==> src/rtl/btf_pkg.sv <==
// btf_pkg: shared types and constants of the branch trace filter.
// Used by the configuration bank, the resolve logic and the top level.
// No dependencies.
package btf_pkg;

    localparam int ADDR_W    = 32;
    localparam int DATA_W    = 32;
    localparam int CFG_IDX_W = 3;
    localparam int BAN_CNT_W = 3;
    localparam int BAN_SLOTS = 4;
    localparam int KIND_W    = 2;

    localparam logic [ADDR_W-1:0] INSN_BYTES = ADDR_W'(4);

    // RV32 major opcodes of interest
    localparam logic [6:0] OPC_BRANCH = 7'h63;
    localparam logic [6:0] OPC_JAL    = 7'h6F;
    localparam logic [6:0] OPC_JALR   = 7'h67;

    // branch funct3 codes
    localparam logic [2:0] F3_BEQ  = 3'd0;
    localparam logic [2:0] F3_BNE  = 3'd1;
    localparam logic [2:0] F3_BLT  = 3'd4;
    localparam logic [2:0] F3_BGE  = 3'd5;
    localparam logic [2:0] F3_BLTU = 3'd6;
    localparam logic [2:0] F3_BGEU = 3'd7;
    localparam logic [2:0] F3_JALR = 3'd0;

    typedef enum logic [CFG_IDX_W-1:0] {
        REG_WINDOW_START = 3'd0,
        REG_WINDOW_END   = 3'd1,
        REG_FOLLOW_CALLS = 3'd2,
        REG_BANNED_COUNT = 3'd3,
        REG_BAN_A        = 3'd4,
        REG_BAN_B        = 3'd5,
        REG_BAN_C        = 3'd6,
        REG_BAN_D        = 3'd7
    } cfg_reg_t;

    typedef enum logic [KIND_W-1:0] {
        KIND_BRANCH = 2'd0,
        KIND_JUMP   = 2'd1,
        KIND_CALL   = 2'd2,
        KIND_RSVD   = 2'd3
    } kind_t;

    typedef struct packed {
        logic [ADDR_W-1:0]                 window_start;
        logic [ADDR_W-1:0]                 window_end;
        logic                              follow_calls;
        logic [BAN_CNT_W-1:0]              banned_count;
        logic [BAN_SLOTS-1:0][ADDR_W-1:0]  ban_pc;
    } cfg_t;

    typedef struct packed {
        logic [ADDR_W-1:0] pc;
        logic [31:0]       instr_word;
        logic [31:0]       rs1_value;
        logic [31:0]       rs2_value;
    } insn_t;

    typedef struct packed {
        logic [ADDR_W-1:0] src_addr;
        logic [ADDR_W-1:0] dst_addr;
        logic [ADDR_W-1:0] alt_addr;
        kind_t             kind;
        logic              taken;
        logic              backward;
    } xfer_t;

    // decode status from the resolve logic to the top level
    typedef struct packed {
        logic transfer;   // branch or jump with a defined encoding
        logic call_stop;  // call that is not followed
    } dec_t;

endpackage

==> src/rtl/btf_in_if.sv <==
// btf_in_if: input channel of the branch trace filter, one retired instruction a word.
// Depends on btf_pkg.
interface btf_in_if
    import btf_pkg::*;
();
    logic              valid;
    logic              ready;
    logic [ADDR_W-1:0] pc;
    logic [31:0]       instr_word;
    logic [31:0]       rs1_value;
    logic [31:0]       rs2_value;

    modport source (output valid, output pc, output instr_word, output rs1_value,
                    output rs2_value, input ready);
    modport sink   (input valid, input pc, input instr_word, input rs1_value,
                    input rs2_value, output ready);
endinterface

==> src/rtl/btf_out_if.sv <==
// btf_out_if: output channel of the branch trace filter, one transition a word.
// Depends on btf_pkg.
interface btf_out_if
    import btf_pkg::*;
();
    logic              valid;
    logic              ready;
    logic [ADDR_W-1:0] src_addr;
    logic [ADDR_W-1:0] dst_addr;
    logic [ADDR_W-1:0] alt_addr;
    logic [KIND_W-1:0] kind;
    logic              taken;
    logic              backward;

    modport source (output valid, output src_addr, output dst_addr, output alt_addr,
                    output kind, output taken, output backward, input ready);
    modport sink   (input valid, input src_addr, input dst_addr, input alt_addr,
                    input kind, input taken, input backward, output ready);
endinterface

==> src/rtl/btf_cfg.sv <==
// btf_cfg: configuration register bank of the branch trace filter.
// Depends on btf_pkg.
module btf_cfg
    import btf_pkg::*;
(
    input  logic                 clk,
    input  logic                 rst_n,
    input  logic                 cfg_we,
    input  logic [CFG_IDX_W-1:0] cfg_index,
    input  logic [DATA_W-1:0]    cfg_data,
    output cfg_t                 cfg
);

    cfg_t cfg_reg;
    cfg_t cfg_next;

    always_comb
    begin
        cfg_next = cfg_reg;
        if (cfg_we)
        begin
            unique case (cfg_index)
                REG_WINDOW_START: cfg_next.window_start = cfg_data[ADDR_W-1:0];
                REG_WINDOW_END:   cfg_next.window_end   = cfg_data[ADDR_W-1:0];
                REG_FOLLOW_CALLS: cfg_next.follow_calls = cfg_data[0];
                REG_BANNED_COUNT: cfg_next.banned_count = cfg_data[BAN_CNT_W-1:0];
                default:
                begin
                    // ban slots; an index past the last slot is dropped
                    for (int i = 0; i < BAN_SLOTS; i++)
                    begin
                        if (cfg_index == CFG_IDX_W'(int'(REG_BAN_A) + i))
                            cfg_next.ban_pc[i] = cfg_data[ADDR_W-1:0];
                    end
                end
            endcase
        end
    end

    always_ff @(posedge clk or negedge rst_n)
    begin
        if (!rst_n)
            cfg_reg <= '0;
        else
            cfg_reg <= cfg_next;
    end

    assign cfg = cfg_reg;

endmodule

==> src/rtl/btf_resolve.sv <==
// btf_resolve: decode of branches and jumps, condition, targets and ban match.
// Pure combinational. Depends on btf_pkg.
module btf_resolve
    import btf_pkg::*;
(
    input  insn_t insn,
    input  cfg_t  cfg,
    output dec_t  dec,
    output xfer_t xfer
);

    logic [6:0]        opc;
    logic [2:0]        f3;
    logic [4:0]        rd;
    logic [31:0]       w;
    logic [ADDR_W-1:0] imm_b, imm_j, imm_i;
    logic [ADDR_W-1:0] br_tgt, nxt_pc, jmp_dst;
    logic              cond, cond_ok, is_br, is_jal, is_jalr, banned;

    assign w      = insn.instr_word;
    assign opc    = w[6:0];
    assign f3     = w[14:12];
    assign rd     = w[11:7];
    assign imm_b  = {{19{w[31]}}, w[31], w[7], w[30:25], w[11:8], 1'b0};
    assign imm_j  = {{11{w[31]}}, w[31], w[19:12], w[20], w[30:21], 1'b0};
    assign imm_i  = {{20{w[31]}}, w[31:20]};

    assign br_tgt = insn.pc + imm_b;
    assign nxt_pc = insn.pc + INSN_BYTES;

    always_comb
    begin
        cond_ok = 1'b1;
        case (f3)
            F3_BEQ:  cond = (insn.rs1_value == insn.rs2_value);
            F3_BNE:  cond = (insn.rs1_value != insn.rs2_value);
            F3_BLT:  cond = ($signed(insn.rs1_value) < $signed(insn.rs2_value));
            F3_BGE:  cond = ($signed(insn.rs1_value) >= $signed(insn.rs2_value));
            F3_BLTU: cond = (insn.rs1_value < insn.rs2_value);
            F3_BGEU: cond = (insn.rs1_value >= insn.rs2_value);
            default:
            begin
                cond    = 1'b0;
                cond_ok = 1'b0;
            end
        endcase
    end

    assign is_br   = (opc == OPC_BRANCH) && cond_ok;
    assign is_jal  = (opc == OPC_JAL);
    assign is_jalr = (opc == OPC_JALR) && (f3 == F3_JALR);

    // JALR target drops bit 0
    always_comb
    begin
        if (is_jal)
            jmp_dst = insn.pc + imm_j;
        else
            jmp_dst = (insn.rs1_value + imm_i) & ~ADDR_W'(1);
    end

    // counts above the slot count cover every slot
    always_comb
    begin
        banned = 1'b0;
        for (int i = 0; i < BAN_SLOTS; i++)
        begin
            if ((int'(cfg.banned_count) > i) && (cfg.ban_pc[i] == insn.pc))
                banned = 1'b1;
        end
    end

    assign dec.transfer  = is_br || is_jal || is_jalr;
    assign dec.call_stop = (is_jal || is_jalr) && (rd != 5'd0) &&
                           (!cfg.follow_calls || banned);

    always_comb
    begin
        xfer.src_addr = insn.pc;
        if (is_br)
        begin
            xfer.dst_addr = cond ? br_tgt : nxt_pc;
            xfer.alt_addr = cond ? nxt_pc : br_tgt;
            xfer.kind     = KIND_BRANCH;
            xfer.taken    = cond;
            xfer.backward = (xfer.dst_addr < insn.pc);
        end
        else
        begin
            xfer.dst_addr = jmp_dst;
            xfer.alt_addr = '0;
            xfer.kind     = (rd != 5'd0) ? KIND_CALL : KIND_JUMP;
            xfer.taken    = 1'b1;
            xfer.backward = 1'b0;
        end
    end

endmodule

==> src/rtl/branch_trace_filter.sv <==
// branch_trace_filter: RV32 branch trace filter, one retired instruction per word in.
// Pipeline: the input register a_reg, then the output register o_reg that drives trace_out.
// Throughput: one word per cycle; input stalls only while a result waits in a full output reg.
// Reset: all configuration registers 0, monitoring off, restart address 0.
// Depends on btf_pkg, btf_in_if, btf_out_if, btf_cfg, btf_resolve.
module branch_trace_filter
    import btf_pkg::*;
(
    input  logic                 clk,
    input  logic                 rst_n,
    btf_in_if.sink               trace_in,
    btf_out_if.source            trace_out,
    input  logic                 cfg_we,
    input  logic [CFG_IDX_W-1:0] cfg_index,
    input  logic [DATA_W-1:0]    cfg_data
);

    cfg_t  cfg;
    dec_t  dec;
    xfer_t xfer;

    // input stage
    logic  a_valid_reg;
    insn_t a_reg;

    // monitor state
    logic              mon_reg, mon_next;
    logic [ADDR_W-1:0] restart_reg, restart_next;
    logic              mon_eff;
    logic              stop;
    logic              emit;

    // output stage
    logic  o_valid_reg;
    xfer_t o_reg;

    logic  a_move;

    btf_cfg u_cfg (
        .clk       (clk),
        .rst_n     (rst_n),
        .cfg_we    (cfg_we),
        .cfg_index (cfg_index),
        .cfg_data  (cfg_data),
        .cfg       (cfg)
    );

    btf_resolve u_resolve (
        .insn (a_reg),
        .cfg  (cfg),
        .dec  (dec),
        .xfer (xfer)
    );

    // Window check: the start match comes first, the end match wins on a tie.
    always_comb
    begin
        mon_eff = mon_reg;
        if (restart_reg == a_reg.pc)
            mon_eff = 1'b1;
        if ((cfg.window_end - INSN_BYTES) == a_reg.pc)
            mon_eff = 1'b0;
    end

    assign stop = mon_eff && dec.call_stop;
    assign emit = mon_eff && dec.transfer && !dec.call_stop;

    // A word without a result always drains; one with a result waits for
    // room in the output register.
    assign a_move = a_valid_reg && (!emit || !o_valid_reg || trace_out.ready);
    assign trace_in.ready = !a_valid_reg || a_move;

    // State advances once per word, in order, as it leaves the input stage.
    // The user writes config only while idle, so the restart load never races (unenforced).
    always_comb
    begin
        mon_next     = mon_reg;
        restart_next = restart_reg;
        if (a_move)
        begin
            mon_next = mon_eff && !stop;
            if (stop)
                restart_next = a_reg.pc + INSN_BYTES;
        end
        if (cfg_we && (cfg_index == REG_WINDOW_START))
            restart_next = cfg_data[ADDR_W-1:0];
    end

    always_ff @(posedge clk or negedge rst_n)
    begin
        if (!rst_n)
        begin
            a_valid_reg <= 1'b0;
            o_valid_reg <= 1'b0;
            mon_reg     <= 1'b0;
            restart_reg <= '0;
        end
        else
        begin
            mon_reg     <= mon_next;
            restart_reg <= restart_next;
            if (trace_in.ready)
                a_valid_reg <= trace_in.valid;
            if (a_move && emit)
                o_valid_reg <= 1'b1;
            else if (trace_out.ready)
                o_valid_reg <= 1'b0;
        end
    end

    // payload registers, no reset
    always_ff @(posedge clk)
    begin
        if (trace_in.ready && trace_in.valid)
        begin
            a_reg.pc         <= trace_in.pc;
            a_reg.instr_word <= trace_in.instr_word;
            a_reg.rs1_value  <= trace_in.rs1_value;
            a_reg.rs2_value  <= trace_in.rs2_value;
        end
        if (a_move && emit)
            o_reg <= xfer;
    end

    assign trace_out.valid    = o_valid_reg;
    assign trace_out.src_addr = o_reg.src_addr;
    assign trace_out.dst_addr = o_reg.dst_addr;
    assign trace_out.alt_addr = o_reg.alt_addr;
    assign trace_out.kind     = o_reg.kind;
    assign trace_out.taken    = o_reg.taken;
    assign trace_out.backward = o_reg.backward;

    // unfollowed call always leaves monitoring off
    a_stop_clears_mon: assert property (@(posedge clk) disable iff (!rst_n)
        a_move && stop |=> !mon_reg)
        else $error("monitoring still on after an unfollowed call");

    // a new output word only appears after a word left the input stage
    a_out_from_move: assert property (@(posedge clk) disable iff (!rst_n)
        $rose(o_valid_reg) |-> $past(a_move))
        else $error("output word without a source word");

    // backward flag only on conditional branches
    a_backward_branch: assert property (@(posedge clk) disable iff (!rst_n)
        o_valid_reg && o_reg.backward |-> o_reg.kind == KIND_BRANCH)
        else $error("backward flag on a jump");

    // the reserved kind code is never emitted
    a_kind_defined: assert property (@(posedge clk) disable iff (!rst_n)
        o_valid_reg |-> o_reg.kind != KIND_RSVD)
        else $error("reserved kind on output");

endmodule

==> src/flat_wrapper.sv <==
// flat-port wrapper written by rule: the top's interface ports become plain ports
module branch_trace_filter_flat import btf_pkg::*;
  (clk, rst_n, cfg_we, cfg_index, cfg_data, trace_in_valid, trace_in_pc, trace_in_instr_word, trace_in_rs1_value, trace_in_rs2_value, trace_in_ready, trace_out_valid, trace_out_src_addr, trace_out_dst_addr, trace_out_alt_addr, trace_out_kind, trace_out_taken, trace_out_backward, trace_out_ready);
  btf_in_if trace_in_i ();
  btf_out_if trace_out_i ();
  input  logic clk;
  input  logic rst_n;
  input  logic cfg_we;
  input  logic [CFG_IDX_W-1:0] cfg_index;
  input  logic [DATA_W-1:0] cfg_data;
  input wire logic [$bits(trace_in_i.valid)-1:0] trace_in_valid;
  input wire logic [$bits(trace_in_i.pc)-1:0] trace_in_pc;
  input wire logic [$bits(trace_in_i.instr_word)-1:0] trace_in_instr_word;
  input wire logic [$bits(trace_in_i.rs1_value)-1:0] trace_in_rs1_value;
  input wire logic [$bits(trace_in_i.rs2_value)-1:0] trace_in_rs2_value;
  output wire logic [$bits(trace_in_i.ready)-1:0] trace_in_ready;
  output wire logic [$bits(trace_out_i.valid)-1:0] trace_out_valid;
  output wire logic [$bits(trace_out_i.src_addr)-1:0] trace_out_src_addr;
  output wire logic [$bits(trace_out_i.dst_addr)-1:0] trace_out_dst_addr;
  output wire logic [$bits(trace_out_i.alt_addr)-1:0] trace_out_alt_addr;
  output wire logic [$bits(trace_out_i.kind)-1:0] trace_out_kind;
  output wire logic [$bits(trace_out_i.taken)-1:0] trace_out_taken;
  output wire logic [$bits(trace_out_i.backward)-1:0] trace_out_backward;
  input wire logic [$bits(trace_out_i.ready)-1:0] trace_out_ready;
  assign trace_in_i.valid = trace_in_valid;
  assign trace_in_i.pc = trace_in_pc;
  assign trace_in_i.instr_word = trace_in_instr_word;
  assign trace_in_i.rs1_value = trace_in_rs1_value;
  assign trace_in_i.rs2_value = trace_in_rs2_value;
  assign trace_in_ready = trace_in_i.ready;
  assign trace_out_valid = trace_out_i.valid;
  assign trace_out_src_addr = trace_out_i.src_addr;
  assign trace_out_dst_addr = trace_out_i.dst_addr;
  assign trace_out_alt_addr = trace_out_i.alt_addr;
  assign trace_out_kind = trace_out_i.kind;
  assign trace_out_taken = trace_out_i.taken;
  assign trace_out_backward = trace_out_i.backward;
  assign trace_out_i.ready = trace_out_ready;
  branch_trace_filter u_core (.clk(clk), .rst_n(rst_n), .trace_in(trace_in_i), .trace_out(trace_out_i), .cfg_we(cfg_we), .cfg_index(cfg_index), .cfg_data(cfg_data));
endmodule
==> config.mk <==
export PLATFORM = sky130hd
export DESIGN_NAME = branch_trace_filter_flat
export DESIGN_NICKNAME = d
export VERILOG_FILES = /design/src/rtl/btf_pkg.sv /design/src/rtl/btf_in_if.sv /design/src/rtl/btf_out_if.sv /design/src/rtl/btf_cfg.sv /design/src/rtl/btf_resolve.sv /design/src/rtl/branch_trace_filter.sv /design/src/flat_wrapper.sv
export SDC_FILE = /design/constraint.sdc
export NUM_CORES = 1
export LEC_CHECK = 0
export CORE_MARGIN = 8
export CORE_UTILIZATION = 55
export DETAILED_ROUTE_END_ITERATION = 8
export DONT_BUFFER_PORTS = 1
export HOLD_SLACK_MARGIN = 0.1
export PLACE_DENSITY = 0.67
export SETUP_SLACK_MARGIN = 0.2
export SYNTH_ARGS = -nofsm -noshare
export SYNTH_HDL_FRONTEND = slang
export SYNTH_SLANG_ARGS = --single-unit
==> constraint.sdc <==
create_clock -name clk -period 13.8 [get_ports clk]
set_clock_uncertainty 0.1 [all_clocks]
set_input_delay 0.69 -clock clk [delete_from_list [all_inputs] [get_ports clk]]
set_output_delay 0.69 -clock clk [all_outputs]
set_load 0.01 [all_outputs]
==> flow_metrics.tcl, run 1 <==
set metrics [dict create \
    run_status "complete, no violations" \
    tritoncts_num_sinks 427 \
    drcViolationCount 0 \
    yosysTopAreaCellShare_pct 27.4 \
    critical_path_class "flop to flop" \
    wl_per_cell_um 25.0 \
    drt_first_pass_iters 8 \
    power.total_mw 3.97 \
    crit_arrival_ns 6.04 \
    postRouteAntennaNets 0 \
    start_util_pct 55.4 \
    fillerInstances 3601 \
    mappedNetlistNets 2556 \
    final-setup-viol-count 0 \
    cts_made_buffers 47 \
    grt_pass1_vias 18300 \
    fin_tns_setup_ns 0 \
    grt.total_usage_pct 27.8 \
    slew_headroom_pct 27.6 \
    cts-hold-fix-buffers 137 \
    dpl-instance-area_um2 25600 \
    flip_flop_count_of_the_largest_register_after_layout 164 \
    synthesis.area_um2 25000 \
    grt.met3_usage_pct 6.34 \
    routabilityCongestion 0.934 \
    grt_pass1_wl_mm 113 \
    dieWidth_um 229 \
    grt_max_degree 200 \
    met2_usage_pct 43.5 \
    regArea_um2 11800 \
    areaGrowthSynthToFinish_pct 13.8 \
    clockRootBuffer "sky130_fd_sc_hd__clkbuf_16" \
    share_of_synthesized_registers_carrying_an_async_set_or_reset_pct 46.6 \
    route.detailed.vias_per_inst 6.10 \
    vias 18300 \
    multiInputGateArea_um2 12400 \
    post-synth-top-area-cell "sky130_fd_sc_hd__edfxtp_1" \
    synth_sequential_area_ratio_pct 47.4 \
    h-tree-depth 2 \
    io_pins 270 \
    max_freq_mhz 176 \
    power.leakage_nw 11.4 \
    synth_cell_types 76 \
    max-vdd-ir-drop_mv 0.118 \
    hpwlAfterDp_mm 54.4 \
    yosys-top-cells-area "sky130_fd_sc_hd__edfxtp_1 27%, sky130_fd_sc_hd__dfrtp_1 20%, sky130_fd_sc_hd__mux2_2 7.7%" \
    core_region_area_um2 45100 \
    port_buffers 0 \
    post-cts-setup-buffers 0 \
    worst-endpoint-required_ns 14.14 \
    fin_crit_ns 5.70 \
    rsz0062_at_grt "false" \
    max_slew.worst_pin.slew_ns 1.09 \
    start_kind "flop" \
    post_cts_resized 0 \
    timing.critical_path.to_type "flop" \
    hold_ws_ns 0.0137 \
    synth_flop_cell "sky130_fd_sc_hd__edfxtp_1" \
    cellPowerDensity_nw_per_um2 140 \
    max_cap_viol_count 0 \
    grt_remaining_overflow 0 \
    drt_wl_total_mm 74.7 \
    synth_warnings 0 \
    drive_gt1_share_pct 11.8 \
    antenna_violations_before_repair 2 \
    fp.dieH_um 229 \
    grt.met1_usage_pct 38.3 \
    post_synth_edffs 228 \
    insertion_delay_ns 0.60 \
    cts_buffer_depth 3 \
    crit_path_max_fanout 70 \
    layout_worst_path_cycle_share_pct 41.3 \
    die-area_um2 52500 \
    nets 2666 \
    postLayoutSetupSlackWorst_ns 8.10 \
    placementRows 78 \
    cts.reportedPaths.clkPinSlew_ns 0.06 \
    drt_iter0_markers 1702 \
    busiest_layer "met2" \
    slew_violations 0 \
    final_design_area_no_fill_um2 28400 \
    holdCritPathClass "input pin to asynchronous set/reset pin" \
    number_of_hold_slack_violations_in_the_final_timing_report 0 \
    synth_instances 2248 \
    dp_slack_ns 8.27 \
    synth_seq_cells 427 \
    cts_tree "yes" \
    syn_avg_cell_area_um2 11.1 \
]
area by class of cell:
| type | count | share of cell area (%) |
|---|---|---|
| Inverter | 96 | 1.27 |
| Timing Repair Buffer | 169 | 5.73 |
| Clock inverter | 20 | 0.779 |
| Antenna cell | 1 | 0.00881 |
| Tap cell | 600 | 2.64 |
| Clock buffer | 61 | 4.39 |
| Sequential cell | 427 | 41.6 |
| Multi-Input combinational cell | 1617 | 43.6 |
cell usage after synthesis, types with 6 or more instances:
cell type                     n
sky130_fd_sc_hd__a211o_1      9
sky130_fd_sc_hd__a211oi_1    13
sky130_fd_sc_hd__a21o_1      43
sky130_fd_sc_hd__a21oi_1    110
sky130_fd_sc_hd__a31oi_1     21
sky130_fd_sc_hd__and2_1       8
sky130_fd_sc_hd__and3_1      14
sky130_fd_sc_hd__buf_1        6
sky130_fd_sc_hd__buf_2        7
sky130_fd_sc_hd__clkbuf_1    91
sky130_fd_sc_hd__dfrtp_1    199
sky130_fd_sc_hd__edfxtp_1   228
sky130_fd_sc_hd__ha_1       137
sky130_fd_sc_hd__inv_1       96
sky130_fd_sc_hd__mux2_1      17
sky130_fd_sc_hd__mux2_2     170
sky130_fd_sc_hd__mux2i_1     70
sky130_fd_sc_hd__nand2_1    130
sky130_fd_sc_hd__nand2b_1    14
sky130_fd_sc_hd__nand3_1     41
sky130_fd_sc_hd__nand4_1     58
sky130_fd_sc_hd__nor2_1     128
sky130_fd_sc_hd__nor2b_1     15
sky130_fd_sc_hd__nor3_1      35
sky130_fd_sc_hd__nor4_1      32
sky130_fd_sc_hd__nor4b_1      6
sky130_fd_sc_hd__o2111ai_1    6
sky130_fd_sc_hd__o211ai_1    11
sky130_fd_sc_hd__o21a_1      17
sky130_fd_sc_hd__o21ai_0     65
sky130_fd_sc_hd__o21ai_1     45
sky130_fd_sc_hd__o21bai_1     9
sky130_fd_sc_hd__or4_1        7
sky130_fd_sc_hd__xnor2_1    197
sky130_fd_sc_hd__xor2_1     109
power by group:
part / internal [mW] / switching, mW / leakage, nW / total [mW]
clock network: 0.712 / 0.520 / 0.704 / 1.23
registers: 1.52 / 0.158 / 4.48 / 1.68
logic: 0.486 / 0.571 / 6.23 / 1.06
total: 2.72 / 1.25 / 11.4 / 3.97
layer usage:
metal | up-vias | wire length, um
met5 | - | 13
met4 | 2 | 2380
met1 | 9068 | 33000
met2 | 661 | 33900
li1 | 8382 | -
met3 | 141 | 5490
placed cells by master (no fill, tap or decap), drive strengths merged, types with 14 or more instances in the layout:
cell	count
nor2b	15
nand2	130
a21oi	110
nor3	36
buf	33
dfrtp	199
a21o	43
nand4	58
mux2i	70
and3	14
o21a	17
nand2b	14
edfxtp	228
dlygate4sd3	136
o21ai	110
nand3	41
inv	98
xnor2	197
nor2	128
a31oi	21
clkbuf	61
ha	137
nor4	32
mux2	187
xor2	109
critical path, stage by stage, from the launching register on:
cell,delay [ns]
sky130_fd_sc_hd__edfxtp_1,0.41
sky130_fd_sc_hd__ha_1,0.42
sky130_fd_sc_hd__nand4_1,0.20
sky130_fd_sc_hd__or4_1,0.67
sky130_fd_sc_hd__nor3_1,0.19
sky130_fd_sc_hd__a211oi_1,0.16
sky130_fd_sc_hd__mux2i_1,0.20
sky130_fd_sc_hd__a221oi_4,0.31
sky130_fd_sc_hd__buf_4,0.76
sky130_fd_sc_hd__mux2_1,0.42
sky130_fd_sc_hd__ha_1,0.31
sky130_fd_sc_hd__a21o_1,0.16
sky130_fd_sc_hd__a21o_1,0.17
sky130_fd_sc_hd__a21oi_1,0.16
sky130_fd_sc_hd__o21ai_0,0.09
sky130_fd_sc_hd__nand3_1,0.09
sky130_fd_sc_hd__nand3_1,0.08
sky130_fd_sc_hd__a311o_1,0.42
sky130_fd_sc_hd__a21oi_1,0.17
kinds of logic (layout without fill, tap and decap cells):
family	Yosys count	count (layout)	synth area share, %
AOI/OAI and AO/OA	398	398	10.0
xor gates and xnor gates	306	306	10.7
adders and majority gates	140	140	7.11
buffers and inverters	204	346	3.27
DFF	427	427	47.4
muxes	257	257	11.2
other	0	1	0
and+or+nand+nor	516	516	10.3
metrics by stage:
stage                     utilization (%)  std cells
after CTS                            63.0       2990
after floorplan                         -       2248
after detailed placement             56.7       2772
final                                63.0       2991
after global routing                 63.0       2991
after global placement               56.7       2772
path summary, 6_finish.rpt:
| kind | start | endpoint | slack, ns | cells after the start |
|---|---|---|---|---|
| min | rst_n | u_core.u_cfg.cfg[158] | 0.01 | 1 |
| max reg2reg | u_core.a_reg[63] | u_core.trace_out.backward | 8.10 | 18 |
| min reg2reg | u_core.a_reg[106] | u_core.trace_out.src_addr[10] | 0.36 | 0 |
| max | u_core.a_reg[63] | u_core.trace_out.backward | 8.10 | 18 |
| max in group asynchronous | rst_n | u_core.u_cfg.cfg[151] | 12.72 | 1 |
| min in group clk | cfg_data[25] | u_core.restart_reg[25] | 0.12 | 2 |
Power figures use the tool's default switching activity.
==> run 2: changes to the inputs <==
--- a/config.mk
+++ b/config.mk
@@ -10,7 +10,7 @@
 export DETAILED_ROUTE_END_ITERATION = 8
 export DONT_BUFFER_PORTS = 1
 export HOLD_SLACK_MARGIN = 0.1
-export PLACE_DENSITY = 0.67
+export PLACE_DENSITY = 0.7
 export SETUP_SLACK_MARGIN = 0.2
 export SYNTH_ARGS = -nofsm -noshare
 export SYNTH_HDL_FRONTEND = slang
==> constraint.sdc (replaced) <==
create_clock -name clk -period 5 [get_ports clk]
set_clock_uncertainty 0.1 [all_clocks]
set_input_delay 0.25 -clock clk [delete_from_list [all_inputs] [get_ports clk]]
set_output_delay 0.25 -clock clk [all_outputs]
set_load 0.01 [all_outputs]
==> run 2 against run 1 <==
The flow now finishes with violations (hold timing). First-iteration DRC count rose by 13%. Register-to-register slack got worse by 8.0 ns. Flip-flop and latch count did not move. Sequential power rose to 2.7 times the previous value. Core utilization rose by 3.0 points. Critical endpoint unchanged. Hold slack got worse by 0.75 ns. Sequential share of layout area fell by 1.9 points. Power rose to 2.9 times the previous value. Clock-buffer cell count fell by 1. Wire length rose by 5.9%. Setup slack got worse by 8.0 ns.
==> flow_metrics.tcl, run 2 (same netlist as run 1, synthesis figures left out) <==
set metrics [dict create \
    core_region_area_um2 45100 \
    cts.reportedPaths.clkPinSlew_ns 0.06 \
    vias 19000 \
    most-common-layout-cells "228 x sky130_fd_sc_hd__edfxtp_1, 199 x sky130_fd_sc_hd__dfrtp_1, 197 x sky130_fd_sc_hd__xnor2_1" \
    cellPowerDensity_nw_per_um2 382 \
    max_cap_viol_count 0 \
    slew_violations 0 \
    postRouteAntennaNets 0 \
    final_core_utilization_pct 66.0 \
    drive_gt1_share_pct 15.8 \
    start_kind "flop" \
    layout_worst_path_cycle_share_pct 97.0 \
    die-area_um2 52500 \
    max_slew.worst_pin.slew_ns 0.927 \
    antenna_violations_before_repair 2 \
    grt.total_usage_pct 28.9 \
    drt_first_pass_iters 5 \
    drcViolationCount 0 \
    insertion_delay_ns 0.61 \
    grt_remaining_overflow 0 \
    wl_per_cell_um 25.5 \
    power.leakage_nw 12.1 \
    grt_pass1_vias 18600 \
    fin_tns_setup_ns 0 \
    crit_path_cell_trace "ha_1, nand4_1, or4_4, nor3_4, a211oi_2, buf_4, mux2i_2, a221oi_4, buf_6, buf_12, buf_12, buf_4, mux2_2, ha_1, nand2_1, o21ai_1, nand3_1, nand2_2, a311o_1, a21oi_2" \
    port_buffers 0 \
    drt_wl_total_mm 79.1 \
    timing.critical_path.to_type "flop" \
    multiInputGateArea_um2 12600 \
    h-tree-depth 2 \
    max-vdd-ir-drop_mv 0.435 \
    clockRootBuffer "sky130_fd_sc_hd__clkbuf_16" \
    io_pins 270 \
    slowest_delay_ns 0.64 \
    fin_crit_ns 4.85 \
    hpwlAfterDp_mm 57.5 \
    cts_made_buffers 47 \
    flip_flop_count_of_the_largest_register_after_layout 164 \
    tritoncts_num_sinks 427 \
    cts_buffer_depth 3 \
    mostFrequentLayoutCell "sky130_fd_sc_hd__edfxtp_1" \
    regArea_um2 11800 \
    slew_headroom_pct 38.0 \
    run_status "finished, violations left" \
    drt_iter0_markers 1919 \
    fillerInstances 3369 \
    critical_path_class "flop to flop" \
    holdCritPathClass "input pin to asynchronous set/reset pin" \
    crit_arrival_ns 5.20 \
    worst_path_max_delay_cell "sky130_fd_sc_hd__or4_4" \
    final-setup-viol-count 0 \
    fp.dieH_um 229 \
    number_of_hold_slack_violations_in_the_final_timing_report 199 \
    start_util_pct 55.4 \
    max_freq_mhz 206 \
    placementRows 78 \
    routabilityCongestion 0.995 \
    nets 2772 \
    cts-hold-fix-buffers 169 \
    route.detailed.vias_per_inst 6.12 \
    failed_checks "hold timing" \
    worst-endpoint-required_ns 5.35 \
    dieWidth_um 229 \
    rsz0062_at_grt "true" \
    grt_max_degree 200 \
    hold_ws_ns -0.733 \
    power.total_mw 11.4 \
    grt_pass1_wl_mm 117 \
    areaGrowthSynthToFinish_pct 19.3 \
    cts_tree "yes" \
    crit_path_max_fanout 5 \
]
## run 2: cell types whose count changed in the layout (fill, tap and decap cells not counted), moves of 5 or more
cell,before,now
sky130_fd_sc_hd__buf_4,32,91
sky130_fd_sc_hd__dlygate4sd3_1,136,169
sky130_fd_sc_hd__mux2_1,17,8
sky130_fd_sc_hd__buf_12,0,8
sky130_fd_sc_hd__ha_1,137,129
sky130_fd_sc_hd__ha_4,0,8
sky130_fd_sc_hd__clkbuf_16,47,52
sky130_fd_sc_hd__clkinv_2,4,9
sky130_fd_sc_hd__mux2_4,0,5
## run 2: critical path, delay by kind of cell, from the launching register on
| kind | cells | cell delay [ns] |
|---|---|---|
| AND/OR/NAND/NOR | 6 | 1.30 |
| AO/OA/AOI/OAI | 5 | 1.03 |
| buffers and inverters | 5 | 0.74 |
| adder cells (fa/ha/maj) | 2 | 0.59 |
| multiplexers | 2 | 0.52 |
| flip-flops | 1 | 0.43 |
## run 2: final timing paths
kind / from / endpoint / slack (ns) / depth (start not counted)
worst max-delay path: u_core.a_reg[60] / u_core.trace_out.backward / 0.15 / 20
worst min-delay path: rst_n / u_core.u_cfg.cfg[120] / -0.73 / 0
worst max register to register: u_core.a_reg[60] / u_core.trace_out.backward / 0.15 / 20
worst min register to register: u_core.a_valid_reg / u_core.mon_reg / 0.40 / 1
max in group asynchronous: rst_n / u_core.u_cfg.cfg[133] / 5.21 / 0
min in group clk: cfg_index[2] / u_core.restart_reg[3] / 0.13 / 3
## run 2: timing repair
| action | CTS | global route |
|---|---|---|
| gates cloned | 0 | 3 |
| setup buffers | 1 | 24 |
| pin swaps | 1 | 18 |
| endpoints found under the setup margin | 1 | 98 |
| resized for setup | 7 | 51 |
| endpoints found under the hold margin | 530 | 199 |
## run 2: routing by layer
metal | track usage [%] | vias to the layer above | wire length (um)
li1 | - | 8604 | -
met1 | 39.8 | 9432 | 33800
met2 | 45.8 | 827 | 36300
met3 | 5.41 | 150 | 6080
met4 | 9.56 | 0 | 2840
met5 | 0 | - | 0
## run 2: power breakdown
group | internal, mW | switching (mW) | leakage (nW) | total (mW)
registers | 4.20 | 0.403 | 4.48 | 4.60
logic | 1.53 | 1.72 | 6.83 | 3.25
clock network | 2.06 | 1.47 | 0.751 | 3.53
## run 2: per-stage QoR
step / setup WS, ns / area (um2) / instances
floorplan: -0.544 / 25000 / 2248
global route: -0.0529 / 29800 / 3104
finish: 0.150 / 29800 / 3105
global placement: -0.00431 / 26000 / 2818
detailed placement: -0.0552 / 26000 / 2818
CTS: 0.226 / 29300 / 3076
## run 2: cell type report
cell class,instances,share of cell area [%]
clock buffers,60,4.26
diodes,2,0.0168
well taps,600,2.52
inverters,96,1.21
repair buffers,275,8.92
clock inverters,28,0.941
flip-flops and latches,427,39.7
multi-input cells,1617,42.4
